<file path="src/rtl/writer_priority_rwlock_manager_core_assert.svh">
// assertion macros shared by the rwlock manager rtl
// depends on nothing; included by the top level only
`ifndef WRITER_PRIORITY_RWLOCK_MANAGER_CORE_ASSERT_SVH
`define WRITER_PRIORITY_RWLOCK_MANAGER_CORE_ASSERT_SVH

// same-cycle implication, disabled during reset
`define RWLM_ASSERT_NOW(label, clk, rst, ante, cons, msg) \
   label: assert property (@(posedge clk) disable iff (rst) (ante) |-> (cons)) \
      else $error(msg);

// next-cycle implication, disabled during reset
`define RWLM_ASSERT_NEXT(label, clk, rst, ante, cons, msg) \
   label: assert property (@(posedge clk) disable iff (rst) (ante) |=> (cons)) \
      else $error(msg);

`endif

</file>
<file path="src/rtl/rwlm_pkg.sv">
// shared codes, defaults and types of the writer-priority rwlock manager
// no dependencies; imported by every rtl module of the block
package rwlm_pkg;

   localparam int DEF_QUEUE_DEPTH    = 16;
   localparam int DEF_THREAD_ID_BITS = 8;

   localparam int CMD_W    = 3;
   localparam int STATUS_W = 3;
   localparam int TID_W    = 8;
   localparam int READERS_W = 9;

   localparam logic [READERS_W-1:0] READER_MAX = 9'd511;

   // request commands
   localparam logic [CMD_W-1:0] CMD_RD_LOCK   = 3'd0;
   localparam logic [CMD_W-1:0] CMD_RD_TRY    = 3'd1;
   localparam logic [CMD_W-1:0] CMD_RD_UNLOCK = 3'd2;
   localparam logic [CMD_W-1:0] CMD_WR_LOCK   = 3'd3;
   localparam logic [CMD_W-1:0] CMD_WR_TRY    = 3'd4;
   localparam logic [CMD_W-1:0] CMD_WR_UNLOCK = 3'd5;

   // result status
   localparam logic [STATUS_W-1:0] ST_GRANTED   = 3'd0;
   localparam logic [STATUS_W-1:0] ST_QUEUED    = 3'd1;
   localparam logic [STATUS_W-1:0] ST_BUSY      = 3'd2;
   localparam logic [STATUS_W-1:0] ST_RELEASED  = 3'd3;
   localparam logic [STATUS_W-1:0] ST_FULL      = 3'd4;
   localparam logic [STATUS_W-1:0] ST_NO_HOLDER = 3'd5;

   typedef struct packed {
      logic                 writer_active;
      logic [READERS_W-1:0] active_readers;
   } lock_status_type;

endpackage

</file>
<file path="src/rtl/rwlm_ram.sv">
// one-write one-read synchronous ram for a wait queue, registered read data
// uses rwlm_pkg only for its parameter defaults
module rwlm_ram
   import rwlm_pkg::*;
#(
   parameter int DEPTH = DEF_QUEUE_DEPTH,
   parameter int WIDTH = DEF_THREAD_ID_BITS
) (
   input  logic                     clock,
   input  logic                     wr_en,
   input  logic [$clog2(DEPTH)-1:0] wr_addr,
   input  logic [WIDTH-1:0]         wr_data,
   input  logic                     rd_en,
   input  logic [$clog2(DEPTH)-1:0] rd_addr,
   output logic [WIDTH-1:0]         rd_data
);

   logic [WIDTH-1:0] mem_ff [DEPTH];
   logic [WIDTH-1:0] rd_data_ff;

   always_ff @(posedge clock) begin
      if (wr_en) begin
         mem_ff[wr_addr] <= wr_data;
      end
   end

   // read data holds until the next read
   always_ff @(posedge clock) begin
      if (rd_en) begin
         rd_data_ff <= mem_ff[rd_addr];
      end
   end

   assign rd_data = rd_data_ff;

endmodule

</file>
<file path="src/rtl/rwlm_ctrl.sv">
// lock state, queue pointers, request decode and result register
// depends on rwlm_pkg; drives the two queue rams instantiated at the top
module rwlm_ctrl
   import rwlm_pkg::*;
#(
   parameter int QUEUE_DEPTH    = DEF_QUEUE_DEPTH,
   parameter int THREAD_ID_BITS = DEF_THREAD_ID_BITS
) (
   input  logic                           clock,
   input  logic                           reset,
   // request
   input  logic                           req_valid,
   output logic                           req_ready,
   input  logic [CMD_W-1:0]               req_cmd,
   input  logic [TID_W-1:0]               req_thread_id,
   // result
   output logic                           rsp_valid,
   input  logic                           rsp_ready,
   output logic [STATUS_W-1:0]            rsp_status,
   output logic                           rsp_wake_valid,
   output logic [TID_W-1:0]               rsp_wake_thread,
   output logic                           rsp_wake_is_writer,
   output logic                           rsp_last,
   // reader queue ram
   output logic                           rq_wr_en,
   output logic [$clog2(QUEUE_DEPTH)-1:0] rq_wr_addr,
   output logic [THREAD_ID_BITS-1:0]      rq_wr_data,
   output logic                           rq_rd_en,
   output logic [$clog2(QUEUE_DEPTH)-1:0] rq_rd_addr,
   input  logic [THREAD_ID_BITS-1:0]      rq_rd_data,
   // writer queue ram
   output logic                           wq_wr_en,
   output logic [$clog2(QUEUE_DEPTH)-1:0] wq_wr_addr,
   output logic [THREAD_ID_BITS-1:0]      wq_wr_data,
   output logic                           wq_rd_en,
   output logic [$clog2(QUEUE_DEPTH)-1:0] wq_rd_addr,
   input  logic [THREAD_ID_BITS-1:0]      wq_rd_data,
   // lock status
   output lock_status_type                lock_status
);

   localparam int PTR_W = $clog2(QUEUE_DEPTH);
   localparam int CNT_W = $clog2(QUEUE_DEPTH + 1);
   localparam int EXT_W = (THREAD_ID_BITS > TID_W) ? THREAD_ID_BITS : TID_W;
   localparam logic [PTR_W-1:0] PTR_LAST = PTR_W'(QUEUE_DEPTH - 1);
   localparam logic [CNT_W-1:0] CNT_FULL = CNT_W'(QUEUE_DEPTH);

   localparam logic [1:0] S_IDLE   = 2'd0;
   localparam logic [1:0] S_WAKE_W = 2'd1;
   localparam logic [1:0] S_WAKE_R = 2'd2;

   function automatic logic [PTR_W-1:0] next_slot(input logic [PTR_W-1:0] p);
      logic [PTR_W-1:0] n;
      n = (p == PTR_LAST) ? '0 : p + PTR_W'(1);
      return n;
   endfunction

   logic [1:0]           state_ff, state_in;
   logic [READERS_W-1:0] readers_ff, readers_in;
   logic                 writer_ff, writer_in;
   logic [CNT_W-1:0]     wcnt_ff, wcnt_in;
   logic [CNT_W-1:0]     rcnt_ff, rcnt_in;
   logic [PTR_W-1:0]     rd_head_ff, rd_head_in, rd_tail_ff, rd_tail_in;
   logic [PTR_W-1:0]     wr_head_ff, wr_head_in, wr_tail_ff, wr_tail_in;

   logic                 out_valid_ff, out_valid_in;
   logic [STATUS_W-1:0]  out_status_ff, out_status_in;
   logic                 out_wv_ff, out_wv_in;
   logic [TID_W-1:0]     out_tid_ff, out_tid_in;
   logic                 out_isw_ff, out_isw_in;
   logic                 out_last_ff, out_last_in;
   logic                 out_load;

   logic                 out_free;
   logic                 accept;
   logic                 read_ok, write_ok, rd_sat;
   logic [EXT_W-1:0]     req_tid_ext, rq_ext, wq_ext;
   logic [PTR_W-1:0]     rd_head_next;

   assign out_free    = !out_valid_ff || rsp_ready;
   assign req_ready   = (state_ff == S_IDLE) && out_free;
   assign accept      = req_valid && req_ready;
   assign read_ok     = !writer_ff && (wcnt_ff == '0);
   assign write_ok    = (readers_ff == '0) && !writer_ff;
   assign rd_sat      = (readers_ff == READER_MAX);
   assign req_tid_ext = EXT_W'(req_thread_id);
   assign rq_ext      = EXT_W'(rq_rd_data);
   assign wq_ext      = EXT_W'(wq_rd_data);
   assign rd_head_next = next_slot(rd_head_ff);

   assign rq_wr_addr = rd_tail_ff;
   assign rq_wr_data = req_tid_ext[THREAD_ID_BITS-1:0];
   assign wq_wr_addr = wr_tail_ff;
   assign wq_wr_data = req_tid_ext[THREAD_ID_BITS-1:0];
   assign wq_rd_addr = wr_head_ff;

   always_comb begin
      state_in    = state_ff;
      readers_in  = readers_ff;
      writer_in   = writer_ff;
      wcnt_in     = wcnt_ff;
      rcnt_in     = rcnt_ff;
      rd_head_in  = rd_head_ff;
      rd_tail_in  = rd_tail_ff;
      wr_head_in  = wr_head_ff;
      wr_tail_in  = wr_tail_ff;
      out_load    = 1'b0;
      out_status_in = ST_BUSY;
      out_wv_in   = 1'b0;
      out_tid_in  = '0;
      out_isw_in  = 1'b0;
      out_last_in = 1'b1;
      rq_wr_en    = 1'b0;
      wq_wr_en    = 1'b0;
      rq_rd_en    = 1'b0;
      rq_rd_addr  = rd_head_ff;
      wq_rd_en    = 1'b0;

      unique case (state_ff)
         S_IDLE: begin
            if (accept) begin
               out_load = 1'b1;
               unique case (req_cmd)
                  CMD_RD_LOCK: begin
                     if (read_ok) begin
                        if (rd_sat) begin
                           out_status_in = ST_BUSY;
                        end else begin
                           readers_in    = readers_ff + 9'd1;
                           out_status_in = ST_GRANTED;
                        end
                     end else if (rcnt_ff == CNT_FULL) begin
                        out_status_in = ST_FULL;
                     end else begin
                        rq_wr_en      = 1'b1;
                        rd_tail_in    = next_slot(rd_tail_ff);
                        rcnt_in       = rcnt_ff + CNT_W'(1);
                        out_status_in = ST_QUEUED;
                     end
                  end
                  CMD_RD_TRY: begin
                     if (read_ok && !rd_sat) begin
                        readers_in    = readers_ff + 9'd1;
                        out_status_in = ST_GRANTED;
                     end else begin
                        out_status_in = ST_BUSY;
                     end
                  end
                  CMD_RD_UNLOCK: begin
                     if (readers_ff == '0) begin
                        out_status_in = ST_NO_HOLDER;
                     end else begin
                        readers_in = readers_ff - 9'd1;
                        if ((readers_ff == 9'd1) && (wcnt_ff != '0)) begin
                           // last reader out: hand the lock to the oldest writer
                           writer_in = 1'b1;
                           wq_rd_en  = 1'b1;
                           out_load  = 1'b0;
                           state_in  = S_WAKE_W;
                        end else begin
                           out_status_in = ST_RELEASED;
                        end
                     end
                  end
                  CMD_WR_LOCK: begin
                     if (write_ok) begin
                        writer_in     = 1'b1;
                        out_status_in = ST_GRANTED;
                     end else if (wcnt_ff == CNT_FULL) begin
                        out_status_in = ST_FULL;
                     end else begin
                        wq_wr_en      = 1'b1;
                        wr_tail_in    = next_slot(wr_tail_ff);
                        wcnt_in       = wcnt_ff + CNT_W'(1);
                        out_status_in = ST_QUEUED;
                     end
                  end
                  CMD_WR_TRY: begin
                     if (write_ok) begin
                        writer_in     = 1'b1;
                        out_status_in = ST_GRANTED;
                     end else begin
                        out_status_in = ST_BUSY;
                     end
                  end
                  CMD_WR_UNLOCK: begin
                     if (!writer_ff) begin
                        out_status_in = ST_NO_HOLDER;
                     end else if (wcnt_ff != '0) begin
                        // writer stays active, ownership passes on
                        wq_rd_en = 1'b1;
                        out_load = 1'b0;
                        state_in = S_WAKE_W;
                     end else if ((rcnt_ff == '0) || rd_sat) begin
                        writer_in     = 1'b0;
                        out_status_in = ST_RELEASED;
                     end else begin
                        writer_in = 1'b0;
                        rq_rd_en  = 1'b1;
                        out_load  = 1'b0;
                        state_in  = S_WAKE_R;
                     end
                  end
                  default: begin
                     out_status_in = ST_BUSY;
                  end
               endcase
            end
         end
         S_WAKE_W: begin
            if (out_free) begin
               out_load      = 1'b1;
               out_status_in = ST_RELEASED;
               out_wv_in     = 1'b1;
               out_tid_in    = wq_ext[TID_W-1:0];
               out_isw_in    = 1'b1;
               wr_head_in    = next_slot(wr_head_ff);
               wcnt_in       = wcnt_ff - CNT_W'(1);
               state_in      = S_IDLE;
            end
         end
         S_WAKE_R: begin
            // one woken reader per cycle while the result register is free, next head read issued alongside
            if (out_free) begin
               out_load      = 1'b1;
               out_status_in = ST_RELEASED;
               out_wv_in     = 1'b1;
               out_tid_in    = rq_ext[TID_W-1:0];
               out_last_in   = (rcnt_ff == CNT_W'(1)) ||
                               (readers_ff == READER_MAX - 9'd1);
               rd_head_in    = rd_head_next;
               rcnt_in       = rcnt_ff - CNT_W'(1);
               readers_in    = readers_ff + 9'd1;
               if (out_last_in) begin
                  state_in = S_IDLE;
               end else begin
                  rq_rd_en   = 1'b1;
                  rq_rd_addr = rd_head_next;
               end
            end
         end
         default: begin
            state_in = S_IDLE;
         end
      endcase

      if (out_load) begin
         out_valid_in = 1'b1;
      end else if (rsp_ready) begin
         out_valid_in = 1'b0;
      end else begin
         out_valid_in = out_valid_ff;
      end
   end

   always_ff @(posedge clock) begin
      if (reset) begin
         state_ff     <= S_IDLE;
         readers_ff   <= '0;
         writer_ff    <= 1'b0;
         wcnt_ff      <= '0;
         rcnt_ff      <= '0;
         rd_head_ff   <= '0;
         rd_tail_ff   <= '0;
         wr_head_ff   <= '0;
         wr_tail_ff   <= '0;
         out_valid_ff <= 1'b0;
      end else begin
         state_ff     <= state_in;
         readers_ff   <= readers_in;
         writer_ff    <= writer_in;
         wcnt_ff      <= wcnt_in;
         rcnt_ff      <= rcnt_in;
         rd_head_ff   <= rd_head_in;
         rd_tail_ff   <= rd_tail_in;
         wr_head_ff   <= wr_head_in;
         wr_tail_ff   <= wr_tail_in;
         out_valid_ff <= out_valid_in;
      end
   end

   always_ff @(posedge clock) begin
      if (out_load) begin
         out_status_ff <= out_status_in;
         out_wv_ff     <= out_wv_in;
         out_tid_ff    <= out_tid_in;
         out_isw_ff    <= out_isw_in;
         out_last_ff   <= out_last_in;
      end
   end

   assign rsp_valid          = out_valid_ff;
   assign rsp_status         = out_status_ff;
   assign rsp_wake_valid     = out_wv_ff;
   assign rsp_wake_thread    = out_tid_ff;
   assign rsp_wake_is_writer = out_isw_ff;
   assign rsp_last           = out_last_ff;

   assign lock_status.writer_active  = writer_ff;
   assign lock_status.active_readers = readers_ff;

endmodule

</file>
<file path="src/rtl/writer_priority_rwlock_manager_core.sv">
// Writer-priority reader-writer lock manager. Each request item carries a command and a
// thread id; readers share the lock while no writer holds or waits, writers get it alone,
// and waiting threads sit in two queue rams (reader and writer) until the lock is handed
// to them. Results: most requests give their single result in the cycle after acceptance;
// a handoff to a waiting writer first reads the writer queue ram, then registers its result;
// a write unlock that wakes queued readers reads the reader queue ram and then wakes one
// reader a cycle while the result register is free. One request is in flight at a time
// and a new one is taken only when the result register is empty or is read out that cycle.
// Queue rams need no clearing after reset: only written entries are ever read.
// depends on rwlm_pkg, rwlm_ram, rwlm_ctrl and the assertion macro header
`include "writer_priority_rwlock_manager_core_assert.svh"

module writer_priority_rwlock_manager_core
   import rwlm_pkg::*;
#(
   parameter int QUEUE_DEPTH    = DEF_QUEUE_DEPTH,
   parameter int THREAD_ID_BITS = DEF_THREAD_ID_BITS
) (
   input  logic        clock,
   input  logic        reset,
   input  logic        req_tvalid,
   output logic        req_tready,
   input  logic [15:0] req_tdata,   // cmd[2:0], thread_id[10:3], zero fill
   output logic        rsp_tvalid,
   input  logic        rsp_tready,
   output logic [15:0] rsp_tdata,   // status[2:0], wake_valid[3], wake_thread[11:4],
                                    // wake_is_writer[12], zero fill
   output logic        rsp_tlast
);

   localparam int PTR_W = $clog2(QUEUE_DEPTH);

   logic [STATUS_W-1:0]       status;
   logic                      wake_valid;
   logic [TID_W-1:0]          wake_thread;
   logic                      wake_is_writer;
   lock_status_type           lock_status;

   logic                      rq_wr_en, rq_rd_en, wq_wr_en, wq_rd_en;
   logic [PTR_W-1:0]          rq_wr_addr, rq_rd_addr, wq_wr_addr, wq_rd_addr;
   logic [THREAD_ID_BITS-1:0] rq_wr_data, rq_rd_data, wq_wr_data, wq_rd_data;

   rwlm_ctrl #(
      .QUEUE_DEPTH    (QUEUE_DEPTH),
      .THREAD_ID_BITS (THREAD_ID_BITS)
   ) u_ctrl (
      .clock              (clock),
      .reset              (reset),
      .req_valid          (req_tvalid),
      .req_ready          (req_tready),
      .req_cmd            (req_tdata[2:0]),
      .req_thread_id      (req_tdata[10:3]),
      .rsp_valid          (rsp_tvalid),
      .rsp_ready          (rsp_tready),
      .rsp_status         (status),
      .rsp_wake_valid     (wake_valid),
      .rsp_wake_thread    (wake_thread),
      .rsp_wake_is_writer (wake_is_writer),
      .rsp_last           (rsp_tlast),
      .rq_wr_en           (rq_wr_en),
      .rq_wr_addr         (rq_wr_addr),
      .rq_wr_data         (rq_wr_data),
      .rq_rd_en           (rq_rd_en),
      .rq_rd_addr         (rq_rd_addr),
      .rq_rd_data         (rq_rd_data),
      .wq_wr_en           (wq_wr_en),
      .wq_wr_addr         (wq_wr_addr),
      .wq_wr_data         (wq_wr_data),
      .wq_rd_en           (wq_rd_en),
      .wq_rd_addr         (wq_rd_addr),
      .wq_rd_data         (wq_rd_data),
      .lock_status        (lock_status)
   );

   rwlm_ram #(
      .DEPTH (QUEUE_DEPTH),
      .WIDTH (THREAD_ID_BITS)
   ) u_reader_q (
      .clock   (clock),
      .wr_en   (rq_wr_en),
      .wr_addr (rq_wr_addr),
      .wr_data (rq_wr_data),
      .rd_en   (rq_rd_en),
      .rd_addr (rq_rd_addr),
      .rd_data (rq_rd_data)
   );

   rwlm_ram #(
      .DEPTH (QUEUE_DEPTH),
      .WIDTH (THREAD_ID_BITS)
   ) u_writer_q (
      .clock   (clock),
      .wr_en   (wq_wr_en),
      .wr_addr (wq_wr_addr),
      .wr_data (wq_wr_data),
      .rd_en   (wq_rd_en),
      .rd_addr (wq_rd_addr),
      .rd_data (wq_rd_data)
   );

   assign rsp_tdata = {3'b000, wake_is_writer, wake_thread, wake_valid, status};

   // a writer never shares the lock with readers
   `RWLM_ASSERT_NOW(a_excl, clock, reset,
      lock_status.writer_active, lock_status.active_readers == '0,
      "writer active while readers hold the lock")

   // a writer wake leaves that writer holding the lock
   `RWLM_ASSERT_NOW(a_wake_writer, clock, reset,
      rsp_tvalid && wake_valid && wake_is_writer, lock_status.writer_active,
      "woken writer does not hold the lock")

   // a reader wake is counted among the holders
   `RWLM_ASSERT_NOW(a_wake_reader, clock, reset,
      rsp_tvalid && wake_valid && !wake_is_writer, lock_status.active_readers != '0,
      "woken reader not counted")

endmodule
</file>
<file path="config.mk">
export PLATFORM = sky130hd
export DESIGN_NAME = writer_priority_rwlock_manager_core
export DESIGN_NICKNAME = d
export VERILOG_FILES = /design/src/rtl/rwlm_pkg.sv /design/src/rtl/rwlm_ram.sv /design/src/rtl/rwlm_ctrl.sv /design/src/rtl/writer_priority_rwlock_manager_core.sv
export VERILOG_INCLUDE_DIRS = /design/src /design/src/rtl
export SDC_FILE = /design/constraint.sdc
export NUM_CORES = 1
export LEC_CHECK = 0
export BUFFER_PORTS_ARGS = -buffer_cell sky130_fd_sc_hd__buf_2
export CELL_PAD_IN_SITES_DETAIL_PLACEMENT = 0
export CELL_PAD_IN_SITES_GLOBAL_PLACEMENT = 1
export CORE_ASPECT_RATIO = 1.75
export CORE_MARGIN = 2
export CORE_UTILIZATION = 45
export CTS_CLUSTER_DIAMETER = 150
export DETAILED_ROUTE_END_ITERATION = 8
export PLACE_DENSITY_LB_ADDON = 0.1
export SLEW_MARGIN = 25
export SYNTH_ARGS = -nofsm -noshare
export SYNTH_HDL_FRONTEND = slang
export SYNTH_SLANG_ARGS = --single-unit
</file>
<file path="constraint.sdc">
create_clock -name clock -period 3.2 [get_ports clock]
set_input_delay 0.48 -clock clock [delete_from_list [all_inputs] [get_ports clock]]
set_output_delay 0.48 -clock clock [all_outputs]
set_load 0.02 [all_outputs]
</file>
Word level (Yosys, flattened, before mapping)

Memory sizes are Yosys's and may differ from the RTL's. A register that Yosys moved wholly into a read port is not among the register bits.
Cells that the tools add are included.
W data, S select, Z words.

Register bits: 53
RAM bits: 256
Input port bits: 20
Memories kept: 2

Memories:

| memory            | words | width | rd ports | clocked after memory_dff | wr ports | line           | source |
|---|---|---|---|---|---|---|---|
| u_reader_q.mem_ff | 16    | 8     | 1        | 1                        | 1        | rwlm_ram.sv:18 | `logic [WIDTH-1:0] mem_ff [DEPTH];` |
| u_writer_q.mem_ff | 16    | 8     | 1        | 1                        | 1        | rwlm_ram.sv:18 |  |

Add/sub/neg operators: 10
Eq/ne operators: 39
Muxes and demuxes: 101
Bitwise operators: 4
Reductions and logical operators: 33

Operators with widths:

| cell                  | count |
|---|---|
| $mux W9               | 6 |
| $mux W5               | 10 |
| $mux W1               | 42 |
| $mux W4               | 7 |
| $pmux W9 S3           | 1 |
| $mux W2               | 12 |
| $mux W3               | 8 |
| $pmux W5 S2           | 2 |
| $eq A9 B9 Y1 const B  | 2 |
| $pmux W3 S6           | 1 |
| $pmux W9 S2           | 1 |
| $reduce_and A6 Y1     | 3 |
| $add A4 B1 Y4 const B | 4 |
| $eq A4 B4 Y1 const B  | 4 |
| $mux W8               | 2 |
| $pmux W8 S2           | 1 |
| $ne A3 B3 Y1 const B  | 5 |
| $ne A2 B2 Y1 const B  | 7 |
| $ne A2 B1 Y1 const B  | 6 |
| $add A5 B1 Y5 const B | 2 |
| $eq A5 B5 Y1 const B  | 2 |
| $logic_not A5 Y1      | 2 |
| $reduce_and A5 Y1     | 2 |
| $sub A5 B1 Y5 const B | 2 |
| other kinds (30)      | 53 |

Depth between registers and ports, before layout

Gate-level depths: netlist of run 1.

Depth after elaboration: 9
Gate-level depth with buffers: 11
Mapped depth without buffers: 10

By module

A second synthesis of run 1 with hierarchy kept.

Cell total of the unflattened synthesis: 874
Area total of the unflattened synthesis: 14,051.0 um2

By module, submodules not included:

| module                              | instances | cells each | area each (um2) | sequential area each (um2) |
|---|---|---|---|---|
| rwlm_ram                            | 2         | 229        | 5,227.5         | 4,083.9 |
| rwlm_ctrl                           | 1         | 410        | 3,554.7         | 1,201.2 |
| writer_priority_rwlock_manager_core | 1         | 6          | 41.3            | 0.0 |

Worst setup path before layout of run 1

No wires, ideal clock.

Path type: reg2reg
Start point: register u_ctrl.readers_ff[0]
End point: register u_writer_q.rd_data_ff[0], in the netlist u_writer_q.rd_data[0], read port of u_writer_q.mem_ff (enable)
Arrival: 2.395 ns
Required time: 2.814 ns
Setup slack: 0.419 ns
Stages on the path, launching flop included: 6
Path buffers: 0
Clock period less this slack: 2.781 ns
Cells stage by stage: dfxtp_1 inv_1 ha_1 or3b_2 or4_4 a211oi_1

Longest elaborated chain between the ends: 7
Elaborated cells on any way between the ends: 8

RTL lines:

| what                   | line             | source |
|---|---|---|
| start, declared        | rwlm_ctrl.sv:59  | `logic [READERS_W-1:0] readers_ff, readers_in;` |
| start signal, assigned | rwlm_ctrl.sv:270 | `readers_ff <= readers_in;` |
| $eq A9 B1 Y1           | rwlm_ctrl.sv:154 | `if ((readers_ff == 9'd1) && (wcnt_ff != '0)) begin` |
| $logic_and A1 B1 Y1    | rwlm_ctrl.sv:154 |  |
| $mux W1                | rwlm_ctrl.sv:154 |  |
| $mux W1 *              | rwlm_ctrl.sv:150 | `if (readers_ff == '0) begin` |
| $pmux W1 S2 *          | rwlm_ctrl.sv:123 | `unique case (req_cmd)` |
| $mux W1 *              | rwlm_ctrl.sv:121 | `if (accept) begin` |
| $mux W1 *              | rwlm_ctrl.sv:119 | `unique case (state_ff)` |
| via u_ctrl.wq_rd_en    | rwlm_ctrl.sv:35  | `output logic wq_rd_en,` |
| end, declared          | rwlm_ram.sv:19   | `logic [WIDTH-1:0] rd_data_ff;` |

Mark *: on every way through the listed nets, which the timed path passes. The rest lies on a longest branch.
A chain may end at the register's enable or synchronous reset.

Worst setup path in the final report of run 1

Start point: register u_ctrl.readers_ff[0]
End point: register u_reader_q.rd_data_ff[6], in the netlist u_reader_q.rd_data[6], read port of u_reader_q.mem_ff (data pin)

Longest elaborated chain between the ends: 8
Elaborated cells on any way between the ends: 15

RTL lines:

| what               | line             | source |
|---|---|---|
| $eq A9 B9 Y1       | rwlm_ctrl.sv:85  | `assign rd_sat = (readers_ff == READER_MAX);` |
| $logic_or A1 B1 Y1 | rwlm_ctrl.sv:194 | `end else if ((rcnt_ff == '0) \|\| rd_sat) begin` |
| $mux W1            | rwlm_ctrl.sv:194 |  |
| $mux W1            | rwlm_ctrl.sv:189 | `end else if (wcnt_ff != '0) begin` |
| $mux W1            | rwlm_ctrl.sv:187 | `if (!writer_ff) begin` |
| $mux W1            | rwlm_ctrl.sv:123 |  |
| $mux W1            | rwlm_ctrl.sv:121 |  |
| $pmux W1 S2        | rwlm_ctrl.sv:119 |  |
| end, declared      | rwlm_ram.sv:19   |  |

Parallel ways exist; a longest one is shown, timed or not.

==> qor.yml, run 1 <==
required_ps: 3560
root_buffer: "clkbuf_16"
drive_gt1_share_pct: 17.9
maxCapViolCount: 0
syn_inst: 1321
via_count: 11098
ff2ff_path_depth: 9
nets: 1421
yosysTopAreaCellShare_pct: 53.0
cts_hold_buffers: 0
area_delta_synth_final_pct: 13.6
cts_num_sinks: 325
num_io_pins: 39
start_kind: "register"
die_h_um: 255
tightest_slew_ps: 914
setup_viol: 0
wl_per_cell_um: 23.2
slew_headroom_pct: 38.6
yosysMostFrequentCell: "edfxtp_1"
die_x_um: 147
vias_per_cell: 5.96
dieArea_um2: 37600
cp_max_fo: 16
async_reset_ff_share_pct: 0
grt_overflow: 0
clk_pin_slew_ps: 70
grt_pass1_vias: 10994
drtIter0Drc: 770
maxSlewViolCount: 0
syn_avg_cell_area_um2: 12.3
finalClockSkew_ps: 28.4
synth_top_cell_by_area: "edfxtp_1"
grt_pass1_wl_mm: 66.7
postRouteAntennaNets: 0
crit_arrival_ps: 3330
n_fill_cell: 3099
max_clock_freq_mhz: 337
grt_util_all_layers_pct: 23.2
fin_ws_ps: 231
r2r_slack_ps: 230
whs_path_depth: 2
status: "finished, final reports clean"
leakagePower_uw: 0.00616
htree_levels: 1
fin_crit_sh_pct: 92.8
hold_viol_final: 0
core_area_um2: 35400
ys.flop_type: "edfxtp_1"
synth_area_leaders: "edfxtp_1, mux4_2, dfxtp_1"
grt_start_max_net_pins: 68
multi_input_area_um2: 6260
drt_pass1_iterations: 5
dp_hpwl_mm: 28.3
min_path_type: "input pin to register"
clockBufferDepth: 3
finalSetupTns_ps: 0
cts_tree: "built"
synth_seq_cells: 325
vdd_drop_max_v: 0.000511
ys_top_cells_by_count: "edfxtp_1, nand2_1, nand2b_1"
synth.distinct_cells: 76
synth_edf_count: 286
final-seq-area_um2: 9370
crit_type: "register to register"
diodes: 0
synth-warning-count: 0
rows: 91
cts-resized-gates: 0
critPathCaptureType: "register"
netlist_area_um2: 16200
p_per_area_nw_per_um2: 478
yosysSeqAreaShare_pct: 57.9
drt_wl_total_mm: 43.2
dp_slack_ps: 229
start_util_pct: 45.7
period_needed_ps: 2970
gp_congestion: 0.870
rsz0062_at_grt: "false"
io_buffer_count: 30
antenna_found_initial: 0
numCtsBuffers: 31
clk_latency_ps: 600
cts_setup_buffers: 0
drcViolationCount: 0
-- final cells by class --
class / count / share of cell area, %
clock buffers: 36 / 4.48
clock inverters: 22 / 1.39
inverters: 22 / 0.449
multi-input cells: 866 / 34.0
flip-flops and latches: 325 / 51.0
well taps: 465 / 3.16
repair buffers: 127 / 5.52
-- report_power, final --
part	leakage (µW)	internal [µW]	switching [µW]
Sequential	0.00290	4620	10.4
Clock	0.000523	2260	1650
Combinational	0.00274	67.6	182
-- cell families after synthesis --
logic type / synth area share (%)
xor gates and xnor gates: 0.865
buffers and inverters: 3.62
AOI/OAI and AO/OA: 15.1
muxes: 5.93
and+or+nand+nor: 14.3
DFF: 57.9
adders and majority gates: 2.21
other: 0.0232
-- critical path, stage by stage, from the launching register on --
cell and delay [ps]:
dfxtp_1 390, inv_1 140, ha_1 220, nand4_1 200, o21a_4 300, buf_4 260, nand4_1 190, o2bb2ai_1 520
a21bo_2 290, o2111ai_1 200
-- through the flow --
stage	hold WS (ps)	area [µm²]	power [µW]	utilization, %	std cells
6_report	296	18400	8790	51.9	1863
4_1_cts	385	18400	8870	51.9	1862
3_3_place_gp	517	17300	4970	48.8	1804
3_5_place_dp	519	17300	4970	48.8	1804
5_1_grt	310	18400	9040	51.9	1863
2_1_floorplan	479	16200	4850	-	1323
-- placed cells by master (no fill, tap or decap), types with 9 or more instances in the layout --
cell,instances
a311oi_1,10
nand2b_1,104
nand3_1,11
o21ai_0,14
dfxtp_1,36
nor2_1,66
inv_1,22
ha_1,27
nor3_1,21
o211a_1,16
edfxtp_1,286
o21a_1,9
a211oi_1,53
buf_2,30
nor2b_1,12
o22ai_1,26
a22oi_1,50
a21oi_1,45
a22o_1,16
nand2_1,159
buf_4,86
nand4_1,38
xnor2_1,10
o211ai_1,9
mux4_2,40
buf_12,11
clkbuf_16,31
a32oi_1,16
-- sequential cells by signal, indices dropped and copies added, names as in the netlist, 2 cells and up --
register / flops
u_reader_q.mem_ff: 128
u_writer_q.mem_ff: 128
u_ctrl.readers_ff: 9
u_ctrl.rsp_wake_thread: 8
u_reader_q.rd_data: 8
u_writer_q.rd_data: 8
u_ctrl.rcnt_ff: 5
u_ctrl.wcnt_ff: 5
u_ctrl.rd_head_ff: 4
u_ctrl.rq_wr_addr: 4
u_ctrl.wq_rd_addr: 4
u_ctrl.wq_wr_addr: 4
u_ctrl.rsp_status: 3
u_ctrl.state_ff: 2
-- layer usage --
metal | global-route usage, % | up-vias | wire length, µm
li1 | - | 5184 | -
met4 | 7.17 | 0 | 1200
met3 | 2.05 | 57 | 1500
met2 | 42.4 | 236 | 22700
met5 | 0 | - | 0
met1 | 29.3 | 5621 | 17700
-- worst paths after layout --
check,startpoint,to
worst max-delay path,u_ctrl.readers_ff[0]$_SDFFE_PP0P_,u_reader_q.rd_data[6]$_DFFE_PP_
worst min-delay path,reset,u_ctrl.rd_head_ff[2]$_SDFFE_PP0P_
worst max register to register,u_ctrl.readers_ff[0]$_SDFFE_PP0P_,u_reader_q.rd_data[6]$_DFFE_PP_
worst min register to register,u_ctrl.state_ff[0]$_SDFFE_PP0P_,u_ctrl.state_ff[0]$_SDFFE_PP0P_
Note: power is estimated with default switching activity, not from simulation.
==> run 2: changes to the inputs <==
--- a/config.mk
+++ b/config.mk
@@ -6,7 +6,7 @@
 export SDC_FILE = /design/constraint.sdc
 export NUM_CORES = 1
 export LEC_CHECK = 0
-export BUFFER_PORTS_ARGS = -buffer_cell sky130_fd_sc_hd__buf_2
+export BUFFER_PORTS_ARGS = -buffer_cell sky130_fd_sc_hd__clkbuf_2
 export CELL_PAD_IN_SITES_DETAIL_PLACEMENT = 0
 export CELL_PAD_IN_SITES_GLOBAL_PLACEMENT = 1
 export CORE_ASPECT_RATIO = 1.75
@@ -18,4 +18,5 @@
 export SLEW_MARGIN = 25
 export SYNTH_ARGS = -nofsm -noshare
 export SYNTH_HDL_FRONTEND = slang
+export SYNTH_HIERARCHICAL = 1
 export SYNTH_SLANG_ARGS = --single-unit
==> run 2 against run 1 <==
Compared with the run above: power down 1.5%; sequential share of layout area grew 8.2 points; area after synthesis fell by 13%; synthesized cell count fell by 34%; via count down 30%; critical endpoint is now u_reader_q/rd_data[1]$_DFFE_PP_.
==> qor.yml, run 2 <==
slowest_delay_ps: 670
final_design_area_no_fill_um2: 15800
final_common_cell: "edfxtp_1"
crit_chain: "inv_1 -> ha_1 -> nand4_1 -> nand4_1 -> a311oi_1 -> a21o_2 -> buf_12 -> mux4_1 -> a22oi_1 -> nand2_1"
maxCapViolCount: 0
syn_inst: 873
layout_common_cells: "edfxtp_1, buf_4, nor2_1"
synth-warning-count: 6
rsz0062_at_grt: "false"
postRouteAntennaNets: 0
vias_per_cell: 5.75
leakagePower_uw: 0.00517
rows: 85
die_x_um: 138
grt_use_met2_pct: 37.0
finalSetupTns_ps: 0
dp_hpwl_mm: 21.5
whs_path_depth: 4
p_clk_share_pct: 43.5
final_util_pct: 51.5
slew_headroom_pct: 35.9
die_h_um: 238
cts_hold_buffers: 0
max_clock_freq_mhz: 326
r2r_slack_ps: 130
numCtsBuffers: 31
critical_path_cell_count: 10
finalClockSkew_ps: 21.8
cts_setup_buffers: 0
syn_avg_cell_area_um2: 16.1
gr-max-usage-layer: "met2"
period_needed_ps: 3070
gp_congestion: 0.800
maxSlewViolCount: 0
diodes: 0
start_util_pct: 45.7
crit_arrival_ps: 3410
io_buffer_count: 30
root_buffer: "clkbuf_16"
switchingPower_uw: 1830
drtIter0Drc: 509
clockBufferDepth: 3
grt_start_max_net_pins: 43
cts_num_sinks: 325
cts-resized-gates: 0
critPathSlowestCell: "mux4_1"
crit_type: "register to register"
required_ps: 3540
antenna_found_initial: 0
p_seq_share_pct: 53.5
critPathTopFamily: "compound AO/OA/AOI/OAI gates"
min_path_type: "input pin to register"
dpl_cell_area_um2: 14800
grt_util_all_layers_pct: 19.4
grt_pass1_vias: 8216
drt_wl_total_mm: 31.2
worst_hold_path.endpoint: "u_ctrl/rsp_valid$_SDFFE_PP0P_"
start_kind: "register"
status: "finished, final reports clean"
hold_start: "rsp_tready"
crit_top_cell: "nand4_1"
drt_pass1_iterations: 5
largestRegisters: "u_reader_q/mem_ff (128), u_writer_q/mem_ff (128), u_ctrl/readers_ff (9)"
power.internal_uw: 6830
drcViolationCount: 0
cts_tree: "built"
p_sw_share_pct: 21.2
netlist_area_um2: 14000
worst-path-buf-inv: 2
whs_ps: 336
fin_crit_sh_pct: 95.8
tightest_slew_ps: 961
ff2ff_path_depth: 10
clk_pin_slew_ps: 70
use_met1_pct: 21.5
nets: 983
reg2reg_from: "u_ctrl/readers_ff[0]$_SDFFE_PP0P_"
cp_max_fo: 26
critPathCaptureType: "register"
vdd_drop_max_v: 0.000469
num_io_pins: 39
htree_levels: 1
dieArea_um2: 32700
grt_use_met3_pct: 2.50
wl_per_cell_um: 23.0
drive_gt1_share_pct: 20.7
area_delta_synth_final_pct: 12.7
via_count: 7800
grt_pass1_wl_mm: 47.1
p_comb_share_pct: 3.0
hold_viol_final: 0
fin_ws_ps: 135
r2r-end: "u_reader_q/rd_data[1]$_DFFE_PP_"
dp_slack_ps: 149
p_per_area_nw_per_um2: 547
clk_latency_ps: 590
core_area_um2: 30700
grt_overflow: 0
setup_viol: 0
-- run 2: worst max-delay path by stage --
stage / start / to / slack, ps
2_1_floorplan: req_tdata[2] / u_writer_q/mem_ff[0][0]$_DFFE_PP_ / 110
3_3_place_gp: u_ctrl/rcnt_ff[1]$_SDFFE_PP0P_ / u_reader_q/rd_data[2]$_DFFE_PP_ / 140
3_5_place_dp: u_ctrl/rcnt_ff[1]$_SDFFE_PP0P_ / u_reader_q/rd_data[2]$_DFFE_PP_ / 150
4_1_cts: u_ctrl/readers_ff[0]$_SDFFE_PP0P_ / u_reader_q/rd_data[2]$_DFFE_PP_ / 120
5_1_grt: u_ctrl/readers_ff[0]$_SDFFE_PP0P_ / u_reader_q/rd_data[5]$_DFFE_PP_ / 0.04
6_report: u_ctrl/readers_ff[0]$_SDFFE_PP0P_ / u_reader_q/rd_data[1]$_DFFE_PP_ / 130
-- run 2: worst reg2reg max path, stage by stage (launching register included) --
cell and delay (ps):
dfxtp_1 360, inv_1 90, ha_1 200, nand4_1 180, nand4_1 260, a311oi_1 320
a21o_2 170, buf_12 230, mux4_1 700, a22oi_1 240, nand2_1 80
-- run 2: power by group through the flow --
stage / registers, µW / logic (µW) / clock network [µW]
after CTS: 4630 / 260 / 3860
after floorplan: 4730 / 164 / 0
after global placement: 4720 / 250 / 0
after detailed placement: 4730 / 260 / 0
final: 4630 / 257 / 3770
after global routing: 4630 / 281 / 4010
-- run 2: layer usage --
layer / wire length (µm) / up-vias
met1: 11400 / 3932
met2: 17600 / 194
met4: 992 / 0
met5: 0 / -
li1: - / 3610
met3: 1210 / 64
-- run 2: area by class of cell --
| class | count | area [µm²] |
|---|---|---|
| inverter | 16 | 60.1 |
| timing repair buffer | 92 | 628 |
| clock buffer | 33 | 783 |
| clock inverter | 24 | 278 |
| sequential | 325 | 9370 |
| fill | 2549 | 14900 |
| multi-input combinational | 475 | 4220 |
| tap | 391 | 489 |
-- run 2: stage by stage --
step | total power [µW] | cells
after floorplan | 4900 | 875
after global placement | 4970 | 1299
after detailed placement | 4990 | 1299
after CTS | 8760 | 1356
after global routing | 8920 | 1356
final | 8660 | 1356
